File: config.mk
export PLATFORM = sky130hd
export DESIGN_NAME = playback_transport_controller
export DESIGN_NICKNAME = d
export VERILOG_FILES = /design/src/hw/rtl/ptc_pkg.sv /design/src/hw/rtl/ptc_update.sv /design/src/hw/rtl/playback_transport_controller.sv
export SDC_FILE = /design/constraint.sdc
export NUM_CORES = 1
export LEC_CHECK = 0
export BUFFER_PORTS_ARGS = -buffer_cell sky130_fd_sc_hd__buf_2
export CAP_MARGIN = 20
export CORE_MARGIN = 2
export CORE_UTILIZATION = 50
export CTS_BUF_LIST = sky130_fd_sc_hd__clkbuf_8 sky130_fd_sc_hd__clkbuf_16
export DETAILED_ROUTE_END_ITERATION = 7
export GPL_TIMING_DRIVEN = 0
export PLACE_DENSITY_LB_ADDON = 0.12
export SETUP_SLACK_MARGIN = 0.3
export SLEW_MARGIN = 10
export SYNTH_ARGS = -nofsm -noshare
export SYNTH_HDL_FRONTEND = slang
export SYNTH_SLANG_ARGS = --single-unit
File: constraint.sdc
create_clock -name clock -period 21.1 [get_ports clock]
set_input_delay 6.33 -clock clock [delete_from_list [all_inputs] [get_ports clock]]
set_output_delay 6.33 -clock clock [all_outputs]
set_load 0.005 [all_outputs]
File: src/hw/rtl/ptc_pkg.sv
// Package for the playback transport controller.
// Event and state codes, status codes and the control flag bundle.
// No dependencies.
`default_nettype none

package ptc_pkg;

   localparam int ACTION_BITS = 4;
   localparam int GAIN_BITS   = 16;
   localparam int RATE_BITS   = 32;

   localparam logic [GAIN_BITS-1:0] GAIN_UNITY = 16'd16384;
   localparam logic [RATE_BITS-1:0] RATE_UNITY = 32'h0001_0000;

   typedef enum logic [ACTION_BITS-1:0] {
      ACT_LOAD      = 4'd0,
      ACT_READY     = 4'd1,
      ACT_PLAY      = 4'd2,
      ACT_PAUSE     = 4'd3,
      ACT_SEEK      = 4'd4,
      ACT_LOOP_RNG  = 4'd5,
      ACT_LOOP_EN   = 4'd6,
      ACT_XFADE     = 4'd7,
      ACT_RATE      = 4'd8,
      ACT_GAIN      = 4'd9,
      ACT_RESET     = 4'd10,
      ACT_END       = 4'd11
   } action_type;

   typedef enum logic [2:0] {
      MODE_IDLE    = 3'd0,
      MODE_LOADING = 3'd1,
      MODE_READY   = 3'd2,
      MODE_PLAYING = 3'd3,
      MODE_PAUSED  = 3'd4,
      MODE_SEEKING = 3'd5,
      MODE_ENDED   = 3'd6
   } mode_type;

   typedef enum logic [1:0] {
      ST_OK      = 2'd0,
      ST_INVALID = 2'd1,
      ST_NOTIMPL = 2'd2
   } status_type;

   typedef struct packed {
      mode_type mode;
      logic     resume;
      logic     dur_known;
      logic     fade;
      logic     loop_on;
   } flags_type;

endpackage

`default_nettype wire

File: src/hw/rtl/ptc_update.sv
// Next-state and status logic for one transport event.
// Depends on ptc_pkg.
`default_nettype none

module ptc_update #(
   parameter int FRAME_BITS = 48
) (
   input  ptc_pkg::action_type             action,
   input  logic [FRAME_BITS-1:0]           frame_value,
   input  logic [FRAME_BITS-1:0]           range_begin,
   input  logic [FRAME_BITS-1:0]           range_end,
   input  logic                            enable_flag,
   input  logic [ptc_pkg::RATE_BITS-1:0]   rate_value,
   input  logic [ptc_pkg::GAIN_BITS-1:0]   gain_value,
   input  ptc_pkg::flags_type              flags_cur,
   input  logic [FRAME_BITS-2:0]           cursor_cur,
   input  logic [FRAME_BITS-1:0]           duration_cur,
   input  logic [FRAME_BITS-1:0]           loop_start_cur,
   input  logic [FRAME_BITS-1:0]           loop_stop_cur,
   input  logic [FRAME_BITS-2:0]           xfade_cur,
   input  logic [ptc_pkg::GAIN_BITS-1:0]   gain_cur,
   output ptc_pkg::status_type             status,
   output ptc_pkg::flags_type              flags_nxt,
   output logic [FRAME_BITS-2:0]           cursor_nxt,
   output logic [FRAME_BITS-1:0]           duration_nxt,
   output logic [FRAME_BITS-1:0]           loop_start_nxt,
   output logic [FRAME_BITS-1:0]           loop_stop_nxt,
   output logic [FRAME_BITS-2:0]           xfade_nxt,
   output logic [ptc_pkg::GAIN_BITS-1:0]   gain_nxt
);
   import ptc_pkg::*;

   logic [FRAME_BITS-1:0] limit;
   logic [FRAME_BITS-1:0] target;
   logic                  frame_neg;

   assign frame_neg = frame_value[FRAME_BITS-1];
   assign limit     = (flags_cur.dur_known && !duration_cur[FRAME_BITS-1]) ?
                      duration_cur : '0;
   assign target    = frame_neg ? '0 : ((frame_value > limit) ? limit : frame_value);

   always_comb begin
      status         = ST_OK;
      flags_nxt      = flags_cur;
      cursor_nxt     = cursor_cur;
      duration_nxt   = duration_cur;
      loop_start_nxt = loop_start_cur;
      loop_stop_nxt  = loop_stop_cur;
      xfade_nxt      = xfade_cur;
      gain_nxt       = gain_cur;
      case (action)
         ACT_LOAD: begin
            if (flags_cur.mode == MODE_IDLE || flags_cur.mode == MODE_ENDED) begin
               flags_nxt.mode      = MODE_LOADING;
               flags_nxt.dur_known = 1'b0;
               duration_nxt        = '0;
               cursor_nxt          = '0;
            end else begin
               status = ST_INVALID;
            end
         end
         ACT_READY: begin
            if (flags_cur.mode == MODE_LOADING) begin
               flags_nxt.mode      = MODE_READY;
               flags_nxt.dur_known = 1'b1;
               duration_nxt        = frame_value;
            end else begin
               status = ST_INVALID;
            end
         end
         ACT_PLAY: begin
            if (flags_cur.mode == MODE_READY || flags_cur.mode == MODE_PAUSED) begin
               flags_nxt.mode = MODE_PLAYING;
            end else if (flags_cur.mode != MODE_PLAYING) begin
               status = ST_INVALID;
            end
         end
         ACT_PAUSE: begin
            if (flags_cur.mode == MODE_PLAYING) begin
               flags_nxt.mode = MODE_PAUSED;
            end else if (flags_cur.mode != MODE_PAUSED) begin
               status = ST_INVALID;
            end
         end
         ACT_SEEK: begin
            if (flags_cur.mode == MODE_PLAYING || flags_cur.mode == MODE_PAUSED ||
                flags_cur.mode == MODE_READY || flags_cur.mode == MODE_ENDED) begin
               flags_nxt.resume = (flags_cur.mode == MODE_PLAYING);
               flags_nxt.mode   = MODE_SEEKING;
               flags_nxt.fade   = 1'b1;
               cursor_nxt       = target[FRAME_BITS-2:0];
            end else begin
               status = ST_INVALID;
            end
         end
         ACT_LOOP_RNG: begin
            loop_start_nxt = range_begin;
            loop_stop_nxt  = range_end;
         end
         ACT_LOOP_EN: begin
            flags_nxt.loop_on = enable_flag;
         end
         ACT_XFADE: begin
            xfade_nxt = frame_neg ? '0 : frame_value[FRAME_BITS-2:0];
         end
         ACT_RATE: begin
            if (rate_value != RATE_UNITY) begin
               status = ST_NOTIMPL;
            end
         end
         ACT_GAIN: begin
            gain_nxt = gain_value;
         end
         ACT_RESET: begin
            flags_nxt.mode      = MODE_IDLE;
            flags_nxt.dur_known = 1'b0;
            flags_nxt.loop_on   = 1'b0;
            cursor_nxt          = '0;
            duration_nxt        = '0;
            loop_start_nxt      = '0;
            loop_stop_nxt       = '0;
            gain_nxt            = GAIN_UNITY;
         end
         ACT_END: begin
            if (flags_cur.mode == MODE_PLAYING) begin
               flags_nxt.mode = MODE_ENDED;
            end else begin
               status = ST_INVALID;
            end
         end
         default: begin
            status = ST_INVALID;
         end
      endcase
   end

endmodule

`default_nettype wire

File: src/hw/rtl/playback_transport_controller.sv
// Top level of the playback transport controller: event register, transport
// state registers and result register. Depends on ptc_pkg and ptc_update.
//
//   channel  dir  tdata                                   tuser
//   req_     in   frame, loop begin/end, enable, rate, gain  action
//   rsp_     out  status and state snapshot               -
//
// One event per cycle while rsp_tready is high; a req beat goes to the event
// register, its result to the result register. The event register feeds the
// update logic, which writes state and result registers in the same cycle.
// A stalled rsp beat holds the event register; req_tready stays high while it
// can drain. Synchronous reset clears the state to idle with unity gain.
`default_nettype none

module playback_transport_controller #(
   parameter int FRAME_BITS = 48
) (
   input  logic clock,
   input  logic reset,
   input  logic req_tvalid,
   output logic req_tready,
   // bits lo->hi: frame_value, range_begin, range_end, enable_flag, rate_value,
   // gain_value, zero fill
   input  logic [((3*FRAME_BITS+ptc_pkg::RATE_BITS+ptc_pkg::GAIN_BITS+1+7)/8)*8-1:0]
                req_tdata,
   // bits lo->hi: action
   input  logic [ptc_pkg::ACTION_BITS-1:0] req_tuser,
   output logic rsp_tvalid,
   input  logic rsp_tready,
   // bits lo->hi: status_code, play_state, cursor_out, duration_out,
   // duration_known, fade_pending, resume_playing, loop_on, loop_start_out,
   // loop_stop_out, crossfade_out, gain_out, zero fill
   output logic [((5*FRAME_BITS+ptc_pkg::GAIN_BITS+7+7)/8)*8-1:0] rsp_tdata
);
   import ptc_pkg::*;

   localparam int F      = FRAME_BITS;
   localparam int IN_W   = ((3*F+RATE_BITS+GAIN_BITS+1+7)/8)*8;
   localparam int OUT_R  = 5*F+GAIN_BITS+7;
   localparam int OUT_W  = ((OUT_R+7)/8)*8;
   localparam int IN_R   = 3*F+RATE_BITS+GAIN_BITS+1;

   logic                  ev_valid_ff, ev_valid_in;
   logic [IN_W-1:0]       ev_data_ff;
   logic [ACTION_BITS-1:0] ev_act_ff;
   logic                  advance;

   logic                  rsp_valid_ff, rsp_valid_in;
   logic [OUT_W-1:0]      rsp_data_ff, rsp_data_in;

   flags_type             flags_ff, flags_in;
   logic [F-2:0]          cursor_ff, cursor_in;
   logic [F-1:0]          duration_ff, duration_in;
   logic [F-1:0]          loop_start_ff, loop_start_in;
   logic [F-1:0]          loop_stop_ff, loop_stop_in;
   logic [F-2:0]          xfade_ff, xfade_in;
   logic [GAIN_BITS-1:0]  gain_ff, gain_in;
   status_type            status;

   assign advance     = ev_valid_ff && (!rsp_valid_ff || rsp_tready);
   assign req_tready  = !ev_valid_ff || advance;
   assign ev_valid_in = (req_tvalid && req_tready) ? 1'b1 : (advance ? 1'b0 : ev_valid_ff);
   assign rsp_valid_in = advance ? 1'b1 : (rsp_tready ? 1'b0 : rsp_valid_ff);

   always_ff @(posedge clock) begin
      if (reset) begin
         ev_valid_ff   <= 1'b0;
         rsp_valid_ff  <= 1'b0;
         flags_ff      <= '{mode: MODE_IDLE, resume: 1'b0, dur_known: 1'b0,
                            fade: 1'b0, loop_on: 1'b0};
         cursor_ff     <= '0;
         duration_ff   <= '0;
         loop_start_ff <= '0;
         loop_stop_ff  <= '0;
         xfade_ff      <= '0;
         gain_ff       <= GAIN_UNITY;
      end else begin
         ev_valid_ff  <= ev_valid_in;
         rsp_valid_ff <= rsp_valid_in;
         if (advance) begin
            flags_ff      <= flags_in;
            cursor_ff     <= cursor_in;
            duration_ff   <= duration_in;
            loop_start_ff <= loop_start_in;
            loop_stop_ff  <= loop_stop_in;
            xfade_ff      <= xfade_in;
            gain_ff       <= gain_in;
         end
      end
   end

   always_ff @(posedge clock) begin
      if (req_tvalid && req_tready) begin
         ev_data_ff <= req_tdata;
         ev_act_ff  <= req_tuser;
      end
      if (advance) begin
         rsp_data_ff <= rsp_data_in;
      end
   end

   ptc_update #(
      .FRAME_BITS(F)
   ) u_update (
      .action         (action_type'(ev_act_ff)),
      .frame_value    (ev_data_ff[F-1:0]),
      .range_begin    (ev_data_ff[2*F-1:F]),
      .range_end      (ev_data_ff[3*F-1:2*F]),
      .enable_flag    (ev_data_ff[3*F]),
      .rate_value     (ev_data_ff[3*F+RATE_BITS:3*F+1]),
      .gain_value     (ev_data_ff[IN_R-1:3*F+RATE_BITS+1]),
      .flags_cur      (flags_ff),
      .cursor_cur     (cursor_ff),
      .duration_cur   (duration_ff),
      .loop_start_cur (loop_start_ff),
      .loop_stop_cur  (loop_stop_ff),
      .xfade_cur      (xfade_ff),
      .gain_cur       (gain_ff),
      .status         (status),
      .flags_nxt      (flags_in),
      .cursor_nxt     (cursor_in),
      .duration_nxt   (duration_in),
      .loop_start_nxt (loop_start_in),
      .loop_stop_nxt  (loop_stop_in),
      .xfade_nxt      (xfade_in),
      .gain_nxt       (gain_in)
   );

   always_comb begin
      rsp_data_in = '0;
      rsp_data_in[OUT_R-1:0] = {gain_in, xfade_in, loop_stop_in, loop_start_in,
                                flags_in.loop_on, flags_in.resume, flags_in.fade,
                                flags_in.dur_known, duration_in, cursor_in,
                                flags_in.mode, status};
   end

   assign rsp_tvalid = rsp_valid_ff;
   assign rsp_tdata  = rsp_data_ff;

   a_advance_gives_beat: assert property (@(posedge clock) disable iff (reset)
      advance |=> rsp_tvalid)
      else $error("event advanced without a result beat");

   a_state_holds: assert property (@(posedge clock) disable iff (reset)
      !advance |=> $stable(flags_ff) && $stable(cursor_ff))
      else $error("transport state moved without an event");

   a_cursor_unknown: assert property (@(posedge clock) disable iff (reset)
      (!flags_ff.dur_known || duration_ff[F-1]) |-> (cursor_ff == '0))
      else $error("cursor nonzero without a usable duration");

   a_cursor_bound: assert property (@(posedge clock) disable iff (reset)
      (flags_ff.dur_known && !duration_ff[F-1]) |-> ({1'b0, cursor_ff} <= duration_ff))
      else $error("cursor beyond duration");

endmodule

`default_nettype wire
## Yosys cells after proc, flatten, opt, wreduce, memory -nomap -nowiden

Cells that the tools add are included.

- Register bits after elaboration: 723
- Output and inout port bits: 266
- Logic and storage cells: 96

- $lt $le $gt $ge: 1
- Eq/ne operators: 19
- Mux-type cells: 42
- Reduce and logical (&&, ||, !) cells: 18

Operator list:

| kind | number |
|---|---|
| $mux 47 | 6 |
| $pmux 48 s2 | 2 |
| $mux 48 | 3 |
| $pmux 48 s3 | 1 |
| $pmux 47 s3 | 1 |
| $gt 48x48->1 | 1 |
| $ne 32x17->1 const B | 1 |
| $pmux 16 s2 | 1 |
| $pmux 3 s7 | 1 |
| $eq 4x3->1 const B | 4 |
| $eq 4x4->1 const B | 4 |
| $pmux 2 s8 | 1 |
| $mux 1 | 15 |
| $mux 3 | 5 |
| $eq 4x2->1 const B | 2 |
| $logic_or 1x1->1 | 7 |
| $eq 3x2->1 const B | 2 |
| $eq 3x3->1 const B | 2 |
| $mux 2 | 3 |
| $reduce_or 5->1 | 1 |
| $eq 4x1->1 const B | 1 |
| $logic_not 4->1 | 1 |
| $mux 4 | 1 |
| $reduce_bool 2->1 | 2 |
| other kinds (8) | 12 |

## Depth between registers and ports, before layout

Gate-level depths: netlist (run 1).

- Depth in word-level cells: 8
- Mapped depth: 15

## Cells and area by module

From an unflattened synthesis (run 1), not the netlist that was laid out.

- Cell total of the unflattened synthesis: 2363
- Area, all modules: 30701.9 µm²

Modules (own cells, without submodules):

| module | times used | cells an instance | area an instance (µm²) |
|---|---|---|---|
| playback_transport_controller | 1 | 1603 | 25507.0 |
| ptc_update | 1 | 760 | 5195.0 |

## Worst setup path before layout (run 1)

Ideal clock, no wire load.

- Path type: input port to flip-flop
- From: input rsp_tready
- To: register rsp_data_ff[0], in the netlist rsp_tdata[0] (enable)
- Setup time: 0.730 ns
- Arrival: 14.554 ns
- Required time: 20.370 ns
- Slack: 5.816 ns
- Stages on the path: 7
- Path buffers: 4
- Cell sequence: nor2b_1 > nand2b_1 > clkbuf_1 > inv_1 > clkbuf_1 > clkbuf_1 > clkbuf_1

- Word-level cells in the longest chain between the ends: 2

Ends and longest elaborated chain:

| element | line | RTL |
|---|---|---|
| start: declaration | playback_transport_controller.sv:29 | `input logic rsp_tready,` |
| $logic_or 1x1->1 | playback_transport_controller.sv:60 | `assign advance = ev_valid_ff && (!rsp_valid_ff \|\| rsp_tready);` |
| $logic_and 1x1->1 | playback_transport_controller.sv:60 |  |
| named net advance | playback_transport_controller.sv:46 | `logic advance;` |
| end signal: assignment | playback_transport_controller.sv:98 | `rsp_data_ff <= rsp_data_in;` |
| end: declaration | playback_transport_controller.sv:49 | `logic [OUT_W-1:0] rsp_data_ff, rsp_data_in;` |

The timed path passes the listed nets, and every way through them passes these cells.
A chain may end at the register's enable or synchronous reset.

## Final worst setup path (run 1)

- From: input rsp_tready
- To: output req_tready

- Word-level cells in the longest chain between the ends: 3

Ends and longest elaborated chain:

| element | line | RTL |
|---|---|---|
| $logic_or 1x1->1 | playback_transport_controller.sv:60 |  |
| $logic_and 1x1->1 | playback_transport_controller.sv:60 |  |
| $logic_or 1x1->1 | playback_transport_controller.sv:61 | `assign req_tready = !ev_valid_ff \|\| advance;` |
| end: declaration | playback_transport_controller.sv:21 | `output logic req_tready,` |

Every way passes these cells.

==> impl_metrics.csv, run 1 <==
group,metric,value,unit
setup_path,crit_chain,"buf_2 > nor2b_1 > nand2_1 > buf_2",
finish,nNetsFinal,3249,
placement,pre_cts_slack,7.84,ns
finish,final_cell_mix,"nand2_1 (584), buf_2 (474), edfxtp_1 (460), dfxtp_1 (263), a21oi_1 (243)",
yosys,synth_seq_cells,723,
sta,min_period,13.26,ns
clock_network,cts_setup_buffers,0,
setup_path,path_max_fanout,4,
yosys,async_flop_share,0,%
die,ios,474,
placement,hpwl,59100,um
detailed_routing,routed_via_density,5.69,
die,rows,87,
detailed_routing,postRouteWirelength,83300,um
setup_path,worst_ep_arrival_time,6.93,ns
sta,final_max_slew_viol_count,0,
pwr,total_power,0.00311,W
clock_network,cts_tree,"done",
detailed_routing,drt_iter0_drc,1724,
die,die_area,59300,um2
setup_path,max_stage_delay,0.21,ns
sta,tightest_slew,1.12,ns
setup_path,r2r-start,"flags_ff[2]$_SDFFE_PP0P_",
pwr,p_leak,13.0,nW
grt,overflow,0,
detailed_routing,firstDrtPassIters,6,
clock_network,cts_buffers,76,
clock_network,clk_latency,0.62,ns
pwr,seqPwrFrac,51.0,%
grt,grt_pass1_vias,21465,
grt,gr-max-usage-layer,"met2",
flow_run,drv_cap,0,
setup_path,cp_data_required_time,14.77,ns
yosys,ys_warn_count,0,
yosys,synth_area_per_cell,11.7,um2
placement,numPortBuffers,464,
detailed_routing,postRouteAntennaNets,0,
sta,maxSlewHeadroom,25.6,%
clock_network,cts.sink_count,723,
setup_path,r2r_slack,16.20,ns
sta,skew,0.0288,ns
clock_network,htree_levels,3,
setup_path,path_delay_family,"simple AND/OR/NAND/NOR gates",
finish,drive_gt1_share,21.0,%
finish,syn_to_final_growth,20.9,%
sta,final.period_utilization,62.8,%
placement,place_congestion,0.870,
setup_path,start_kind,"primary input",
die,die_w,243,um
detailed_routing,num_vias,21746,
grt,grtUsageMet1,34.8,%
setup_path,cp-end-kind,"output pin",
detailed_routing,wire_per_inst,21.8,um
pwr,switchingPower,0.000724,W
pwr,clkPwrFrac,42.3,%
pwr,p_int,0.00238,W
finish,mostFrequentLayoutCell,"nand2_1",
die,start_util,50.7,%
yosys,syn_area,28700,um2
die,core_area,56500,um2
yosys,synthCells,2442,
clock_network,cts_resized,0,
detailed_routing,drc,0,
pwr,combPwrFrac,6.7,%
grt,grt_start_max_net_pins,69,
pwr,ir_worst_vdd,0.0000794,V
sta,tns,0,ns
sta,setup_ws,7.84,ns
clock_network,cts_max_path_buffers,3,
yosys,ys.flop_type,"edfxtp_1",
setup_path,path_class,"primary input to output pin",
setup_path,cp-startpoint,"rsp_tready",
yosys,synth-edff-count,460,
grt,grt_pass1_wl,126000,um
pwr,switching_share,23.3,%
hold_path,hold_start,"loop_stop_ff[14]$_SDFFE_PP0P_",
sta,hold_violations,0,
clock_network,cts_root_buffer,"clkbuf_16",
clock_network,path_clk_slew,0.06,ns
grt,met2_usage,46.4,%
status,status,"finished clean",
sta,fmax,0.0754,GHz
yosys,synth_cell_type_count,53,
pwr,p_per_area,89.7,nW/um2
setup_path,critPathMostFrequentCell,"buf_2",
grt,antenna_found_initial,18,
grt,use_met3,5.72,%
setup_path,critPathSlowestCell,"nor2b_1",
yosys,synth_nets,2698,
clock_network,ctsHoldBuffers,0,
setup_path,path_buf_inv,2,
hold_path,hold_path_class,"register to register",
die,die_h,243,um
yosys,seq_area_frac_synth,66.5,%
sta,setup_viol,0,
grt,track_usage,27.6,%
sta,rsz0062_at_grt,"false",
-- metal layers --
| layer | up-vias | part of all wire (%) |
|---|---|---|
| met2 | 891 | 49 |
| met3 | 181 | 7.3 |
| li1 | 10041 | - |
| met5 | - | 0.12 |
| met1 | 10617 | 39 |
| met4 | 16 | 3.8 |
-- cells by family after synthesis --
logic type | Yosys count | share of synthesized area, %
other | 2 | 0.0262
AO/OA/AOI/OAI | 686 | 16.8
XOR/XNOR | 4 | 0.122
adder cells (fa/ha/maj) | 48 | 2.09
AND/OR/NAND/NOR | 784 | 11.6
flip-flops | 723 | 66.5
buffers and inverters | 194 | 2.74
multiplexers | 1 | 0.0349
-- synth_stat cells, drive strengths merged (6+ instances only) --
cell type	number	area share [%]
a21o	8	0.21
a21oi	243	4.2
a22o	161	4.9
a31oi	62	1.4
buf	23	0.50
clkbuf	162	2.1
dfxtp	263	18
edfxtp	460	48
ha	48	2.1
inv	9	0.12
nand2	584	7.6
nand2b	83	1.8
nand3	6	0.10
nand4	12	0.26
nor2	41	0.54
nor2b	23	0.50
nor3	10	0.17
nor4	12	0.26
o211ai	49	1.8
o21ai	65	1.1
o21bai	47	1.2
o41a	33	1.3
-- stage by stage --
step           instance area [um2]  hold slack (ns)  std cells  util [%]
2_1_floorplan                28700            0.431       2442         -
3_3_place_gp                 31900            0.440       3662      56.5
3_5_place_dp                 32200            0.446       3671      56.9
4_1_cts                      34600            0.454       3812      61.3
5_1_grt                      34600            0.470       3820      61.3
6_report                     34700            0.453       3822      61.3
-- cell type report --
cell class	count	area (um2)
diodes	10	25.0
plain buffers	185	754
clock buffers	87	2060
clock inverters	54	402
fillers	4547	21800
inverters	9	33.8
multi-input cells	1525	8810
flip-flops and latches	723	19100
well taps	756	946
repair buffers	473	2540
-- worst reg2reg max path: stages, from the launching register on --
cell	delay [ns]
dfxtp_1	0.38
nor2b_1	0.18
clkbuf_1	0.42
buf_1	0.70
nand2_1	0.22
ha_1	0.34
nand4_1	0.20
o21ai_0	0.10
a31oi_1	0.19
or4b_4	0.54
a2111oi_4	0.65
buf_2	0.38
o41a_1	0.22
nand2_1	0.10
-- power groups by stage --
stage	sequential, W	combinational (W)	clock (W)
3_5_place_dp	0.00162	0.000207	0
6_report	0.00159	0.000208	0.00131
3_3_place_gp	0.00163	0.000197	0
2_1_floorplan	0.00162	0.000108	0
5_1_grt	0.00159	0.000226	0.00139
4_1_cts	0.00159	0.000208	0.00133
-- sequential cells by signal (all words and copies together), names as in the netlist --
name / cells
xfade_ff: 47
loop_stop_ff: 48
gain_ff: 16
ev_valid_ff: 1
loop_start_ff: 48
flags_ff: 7
rsp_tvalid: 1
ev_data_ff: 193
rsp_tdata: 263
duration_ff: 48
ev_act_ff: 4
cursor_ff: 47
-- worst paths after layout --
kind                                         to  depth (start not counted)
setup / recovery                     req_tready                          4
hold / removal    loop_stop_ff[14]$_SDFFE_PP0P_                          2
setup reg to reg        rsp_tdata[14]$_DFFE_PP_                         13
hold reg to reg   loop_stop_ff[14]$_SDFFE_PP0P_                          2
Note: power is estimated with default switching activity, not from simulation.
==> run 2, diff against run 1 <==
--- a/config.mk
+++ b/config.mk
@@ -5,6 +5,7 @@
 export SDC_FILE = /design/constraint.sdc
 export NUM_CORES = 1
 export LEC_CHECK = 0
+export ABC_AREA = 1
 export BUFFER_PORTS_ARGS = -buffer_cell sky130_fd_sc_hd__buf_2
 export CAP_MARGIN = 20
 export CORE_MARGIN = 2
==> constraint.sdc (replaced) <==
create_clock -name clock -period 12.6 [get_ports clock]
set_input_delay 3.78 -clock clock [delete_from_list [all_inputs] [get_ports clock]]
set_output_delay 3.78 -clock clock [all_outputs]
set_load 0.005 [all_outputs]
==> impl_metrics.csv, run 2 <==
group,metric,value,unit
setup_path,start_kind,"primary input",
grt,overflow,0,
pwr,ir_worst_vdd,0.000125,V
yosys,synth_area_per_cell,10.0,um2
hold_path,hold_start,"flags_ff[1]$_SDFFE_PP0P_",
hold_path,holdPathStages,2,
yosys,syn_area,29800,um2
grt,track_usage,27.5,%
yosys,synth-edff-count,460,
setup_path,r2r_end,"rsp_tdata[42]$_DFFE_PP_",
setup_path,r2r_slack,8.38,ns
sta,setup_viol,0,
grt,grt_start_max_net_pins,86,
clock_network,path_clk_slew,0.06,ns
yosys,synthCells,2979,
yosys,seq_area_frac_synth,64.0,%
sta,hold_violations,0,
finish,syn_to_final_growth,20.0,%
sta,min_period,8.00,ns
sta,tns,0,ns
die,die_w,248,um
hold_path,min_to,"flags_ff[1]$_SDFFE_PP0P_",
yosys,ys_warn_count,0,
setup_path,path_max_fanout,3,
detailed_routing,drc,0,
detailed_routing,postRouteAntennaNets,0,
die,start_util,50.5,%
yosys,synth_nets,3235,
clock_network,cts_max_path_buffers,3,
clock_network,htree_levels,3,
detailed_routing,num_vias,23479,
setup_path,r2r-start,"flags_ff[2]$_SDFFE_PP0P_",
clock_network,cts_setup_buffers,0,
yosys,ys.flop_type,"edfxtp_1",
finish,fillers,5013,
pwr,p_leak,15.9,nW
finish,fin_area,35800,um2
setup_path,r2r_cells,16,
clock_network,cts_root_buffer,"clkbuf_16",
sta,final_max_slew_viol_count,0,
yosys,async_flop_share,0,%
hold_path,hold_path_class,"register to register",
die,rows,89,
finish,drive_gt1_share,19.1,%
pwr,p_per_area,153,nW/um2
placement,numPortBuffers,464,
setup_path,cp-end-kind,"output pin",
finish,mostFrequentLayoutCell,"inv_1",
finish,final_cell_mix,"inv_1 (558), buf_2 (486), edfxtp_1 (460), nand2_1 (310), o21ai_0 (305)",
finish,largest_reg_flops,263,
detailed_routing,wire_per_inst,19.7,um
sta,tightest_slew,1.14,ns
sta,fmax,0.125,GHz
flow_run,drv_cap,0,
sta,skew,0.0165,ns
detailed_routing,routed_via_density,5.37,
grt,grt_pass1_vias,22430,
yosys,synth_top_cell_by_area,"edfxtp_1",
clock_network,cts_tree,"done",
yosys,yosysMostFrequentCell,"inv_1",
grt,grt_pass1_wl,128000,um
setup_path,worst_ep_arrival_time,4.22,ns
clock_network,ctsHoldBuffers,0,
yosys,synth_area_leaders,"edfxtp_1 (46%), dfxtp_1 (18%), inv_1 (6.8%)",
clock_network,cts.sink_count,723,
finish,nNetsFinal,3782,
sta,maxSlewHeadroom,23.3,%
pwr,total_power,0.00549,W
grt,antenna_found_initial,19,
clock_network,clk_latency,0.62,ns
yosys,synth_seq_cells,723,
clock_network,cts_buffers,76,
die,ios,474,
yosys,netlist_top_cells_count,"inv_1 (538), edfxtp_1 (460), nand2_1 (310)",
sta,whs,0.461,ns
setup_path,path_class,"primary input to output pin",
die,die_h,248,um
placement,place_area,33300,um2
clock_network,cts_resized,0,
sta,rsz0062_at_grt,"false",
detailed_routing,postRouteWirelength,86300,um
status,status,"finished clean",
detailed_routing,drt_iter0_drc,1855,
die,core_area,59000,um2
detailed_routing,firstDrtPassIters,6,
yosys,synth_top_area_share,46.3,%
yosys,synth_cell_type_count,43,
setup_path,cp_data_required_time,8.82,ns
placement,hpwl,62700,um
sta,final.period_utilization,63.5,%
placement,place_congestion,0.882,
die,die_area,61600,um2
[run 2: how the worst max path moves through the flow]
stage,start,to,cells after the start
2_1_floorplan,rsp_tready,ev_act_ff[0]$_DFFE_PP_,4
3_3_place_gp,rsp_tready,flags_ff[2]$_SDFFE_PP0P_,8
3_5_place_dp,rsp_tready,req_tready,4
4_1_cts,rsp_tready,req_tready,4
5_1_grt,rsp_tready,req_tready,4
6_report,rsp_tready,req_tready,4
[run 2: cell families (layout without fill, tap and decap cells)]
family / Yosys count / in the layout / share of synthesized area (%)
and+or+nand+nor: 803 / 803 / 11.9
buffers and inverters: 726 / 1336 / 9.55
DFF: 723 / 723 / 64.0
AOI/OAI and AO/OA: 677 / 677 / 12.5
adders and majority gates: 48 / 48 / 2.01
other: 2 / 11 / 0.0252
[run 2: worst max-delay path, stage by stage]
cell and delay [ns]:
buf_2 0.09, inv_1 0.06, nand3_1 0.12, buf_2 0.16
[run 2: power by group]
group	switching [W]	internal (W)
combinational	0.000346	0.000174
clock	0.000929	0.00129
sequential	0.0000642	0.00268
total	0.00134	0.00415
[run 2: through the flow]
stage | cells | worst slack [ns] | util [%]
after CTS | 4362 | 4.60 | 60.6
after detailed placement | 4221 | 4.60 | 56.4
after global placement | 4216 | 1.93 | 56.1
after floorplan | 2979 | 4.23 | -
after global routing | 4367 | 4.56 | 60.6
final | 4371 | 4.60 | 60.6
[run 2: cell type report]
type,instances,area (um2),area share [%]
Sequential cell,723,19100,53.3
Multi-Input combinational cell,1530,7890,22.1
Timing Repair Buffer,469,2460,6.88
Inverter,550,2070,5.79
Clock buffer,83,2030,5.68
Tap cell,773,967,2.70
Buffer,176,793,2.22
Clock inverter,58,450,1.26
Antenna cell,9,22.5,0.0630
[run 2: routing by layer]
metal	routed length [um]	GRT usage [%]	vias to the layer above
met3	6640	6.58	208
met1	33600	33.6	11234
met4	3860	11.9	20
met2	42000	46.6	909
li1	-	-	11108
met5	123	0	-
==> run 3, diff against run 2 <==
--- a/config.mk
+++ b/config.mk
@@ -5,7 +5,7 @@
 export SDC_FILE = /design/constraint.sdc
 export NUM_CORES = 1
 export LEC_CHECK = 0
-export ABC_AREA = 1
+export ABC_AREA = 0
 export BUFFER_PORTS_ARGS = -buffer_cell sky130_fd_sc_hd__buf_2
 export CAP_MARGIN = 20
 export CORE_MARGIN = 2
==> constraint.sdc (replaced) <==
create_clock -name clock -period 6.7 [get_ports clock]
set_input_delay 2.01 -clock clock [delete_from_list [all_inputs] [get_ports clock]]
set_output_delay 2.01 -clock clock [all_outputs]
set_load 0.005 [all_outputs]
==> impl_metrics.csv, run 3 (same netlist as run 1, synthesis figures left out) <==
group,metric,value,unit
sta,setup_viol,0,
clock_network,cts_setup_buffers,0,
setup_path,path_max_fanout,140,
placement,numPortBuffers,464,
grt,track_usage,27.3,%
setup_path,crit_chain,"buf_2 > nor2b_1 > nand2b_1 > clkbuf_1 > inv_1 > clkbuf_1 > clkbuf_1 > clkbuf_16 > buf_16",
finish,drive_gt1_share,20.8,%
clock_network,cts_resized,0,
placement,hpwl,58500,um
detailed_routing,routed_via_density,5.69,
grt,overflow,0,
finish,mostFrequentLayoutCell,"nand2_1",
die,core_area,56500,um2
detailed_routing,postRouteWirelength,83100,um
die,die_h,243,um
clock_network,cts.sink_count,723,
placement,pre_cts_slack,0.475,ns
setup_path,cp_data_required_time,6.92,ns
clock_network,path_clk_slew,0.06,ns
finish,nNetsFinal,3244,
clock_network,ctsHoldBuffers,0,
detailed_routing,num_vias,21689,
sta,min_period,5.60,ns
flow_run,drv_cap,0,
setup_path,r2r_slack,1.60,ns
detailed_routing,drt_iter0_drc,1702,
setup_path,start_kind,"primary input",
finish,largest_reg_flops,263,
clock_network,htree_levels,3,
detailed_routing,firstDrtPassIters,5,
sta,setup_ws,1.10,ns
pwr,ir_worst_vdd,0.000220,V
setup_path,critPathSlowestCell,"clkbuf_1",
clock_network,clk_latency,0.62,ns
pwr,p_leak,12.9,nW
sta,skew,0.0261,ns
die,ios,474,
placement,place_congestion,0.882,
setup_path,cp-end-kind,"register",
grt,grt_start_max_net_pins,141,
sta,final.period_utilization,83.5,%
die,die_w,243,um
clock_network,cts_buffers,75,
clock_network,cts_root_buffer,"clkbuf_16",
sta,maxSlewHeadroom,25.3,%
finish,final_cell_mix,"nand2_1 (584), buf_2 (474), edfxtp_1 (460), dfxtp_1 (263), a21oi_1 (243)",
grt,grt_pass1_wl,124000,um
detailed_routing,wire_per_inst,21.8,um
grt,grt_pass1_vias,21261,
clock_network,cts_max_path_buffers,3,
detailed_routing,postRouteAntennaNets,0,
hold_path,hold_path_class,"register to register",
setup_path,max_stage_delay,0.88,ns
sta,whs,0.456,ns
detailed_routing,drc,0,
sta,hold_violations,0,
die,start_util,50.7,%
sta,tightest_slew,1.12,ns
sta,fmax,0.179,GHz
die,die_area,59300,um2
setup_path,critPathMostFrequentCell,"clkbuf_1",
clock_network,cts_tree,"done",
pwr,total_power,0.00975,W
status,status,"finished clean",
finish,syn_to_final_growth,20.4,%
setup_path,worst_ep_arrival_time,5.82,ns
die,rows,87,
grt,antenna_found_initial,11,
sta,final_max_slew_viol_count,0,
sta,rsz0062_at_grt,"false",
pwr,p_per_area,282,nW/um2
setup_path,path_class,"primary input to register",
run 3: final cells by class:
cell class	instances	area, um2
timing repair buffer	469	2440
clock buffer	83	2000
tap	756	946
antenna	3	7.51
sequential	723	19100
multi-input combinational	1525	8810
clock inverter	56	435
inverter	9	33.8
fill	4572	22000
buffer	185	772
run 3: report_power, final:
part / total, W / internal, W / switching [W] / leakage [nW]
clock: 0.00410 / 0.00235 / 0.00175 / 1.27
sequential: 0.00499 / 0.00491 / 0.0000833 / 6.67
combinational: 0.000651 / 0.000217 / 0.000434 / 5.00
run 3: through the flow:
stage | TNS (ns) | instances | cell area (um2) | util, %
final | 0 | 3809 | 34500 | 61.1
after detailed placement | 0 | 3667 | 32100 | 56.8
after floorplan | 0 | 2442 | 28700 | -
after global placement | -311.92 | 3662 | 31900 | 56.5
after CTS | 0 | 3806 | 34500 | 61.1
after global routing | 0 | 3808 | 34500 | 61.1
run 3: worst paths after layout:
kind | startpoint | endpoint | depth (start not counted)
setup / recovery | rsp_tready | rsp_tdata[108]$_DFFE_PP_ | 9
hold / removal | xfade_ff[23]$_SDFFE_PP0P_ | xfade_ff[23]$_SDFFE_PP0P_ | 2
setup reg to reg | flags_ff[2]$_SDFFE_PP0P_ | rsp_tdata[36]$_DFFE_PP_ | 13
hold reg to reg | xfade_ff[23]$_SDFFE_PP0P_ | xfade_ff[23]$_SDFFE_PP0P_ | 2
run 3: layer usage:
| layer | share of wire, % | routed length [um] | global-route usage, % | vias up |
|---|---|---|---|---|
| met1 | 39 | 32800 | 34.1 | 10558 |
| met5 | 0.12 | 100 | 0 | - |
| met4 | 3.5 | 2930 | 10.5 | 16 |
| li1 | - | - | - | 10037 |
| met3 | 7.4 | 6130 | 5.68 | 189 |
| met2 | 50 | 41200 | 46.7 | 889 |
run 3: worst max-delay path, delay by kind of cell:
family                 cells  cell delay, ns
buffers and inverters      7            3.36
and+or+nand+nor            2            0.22
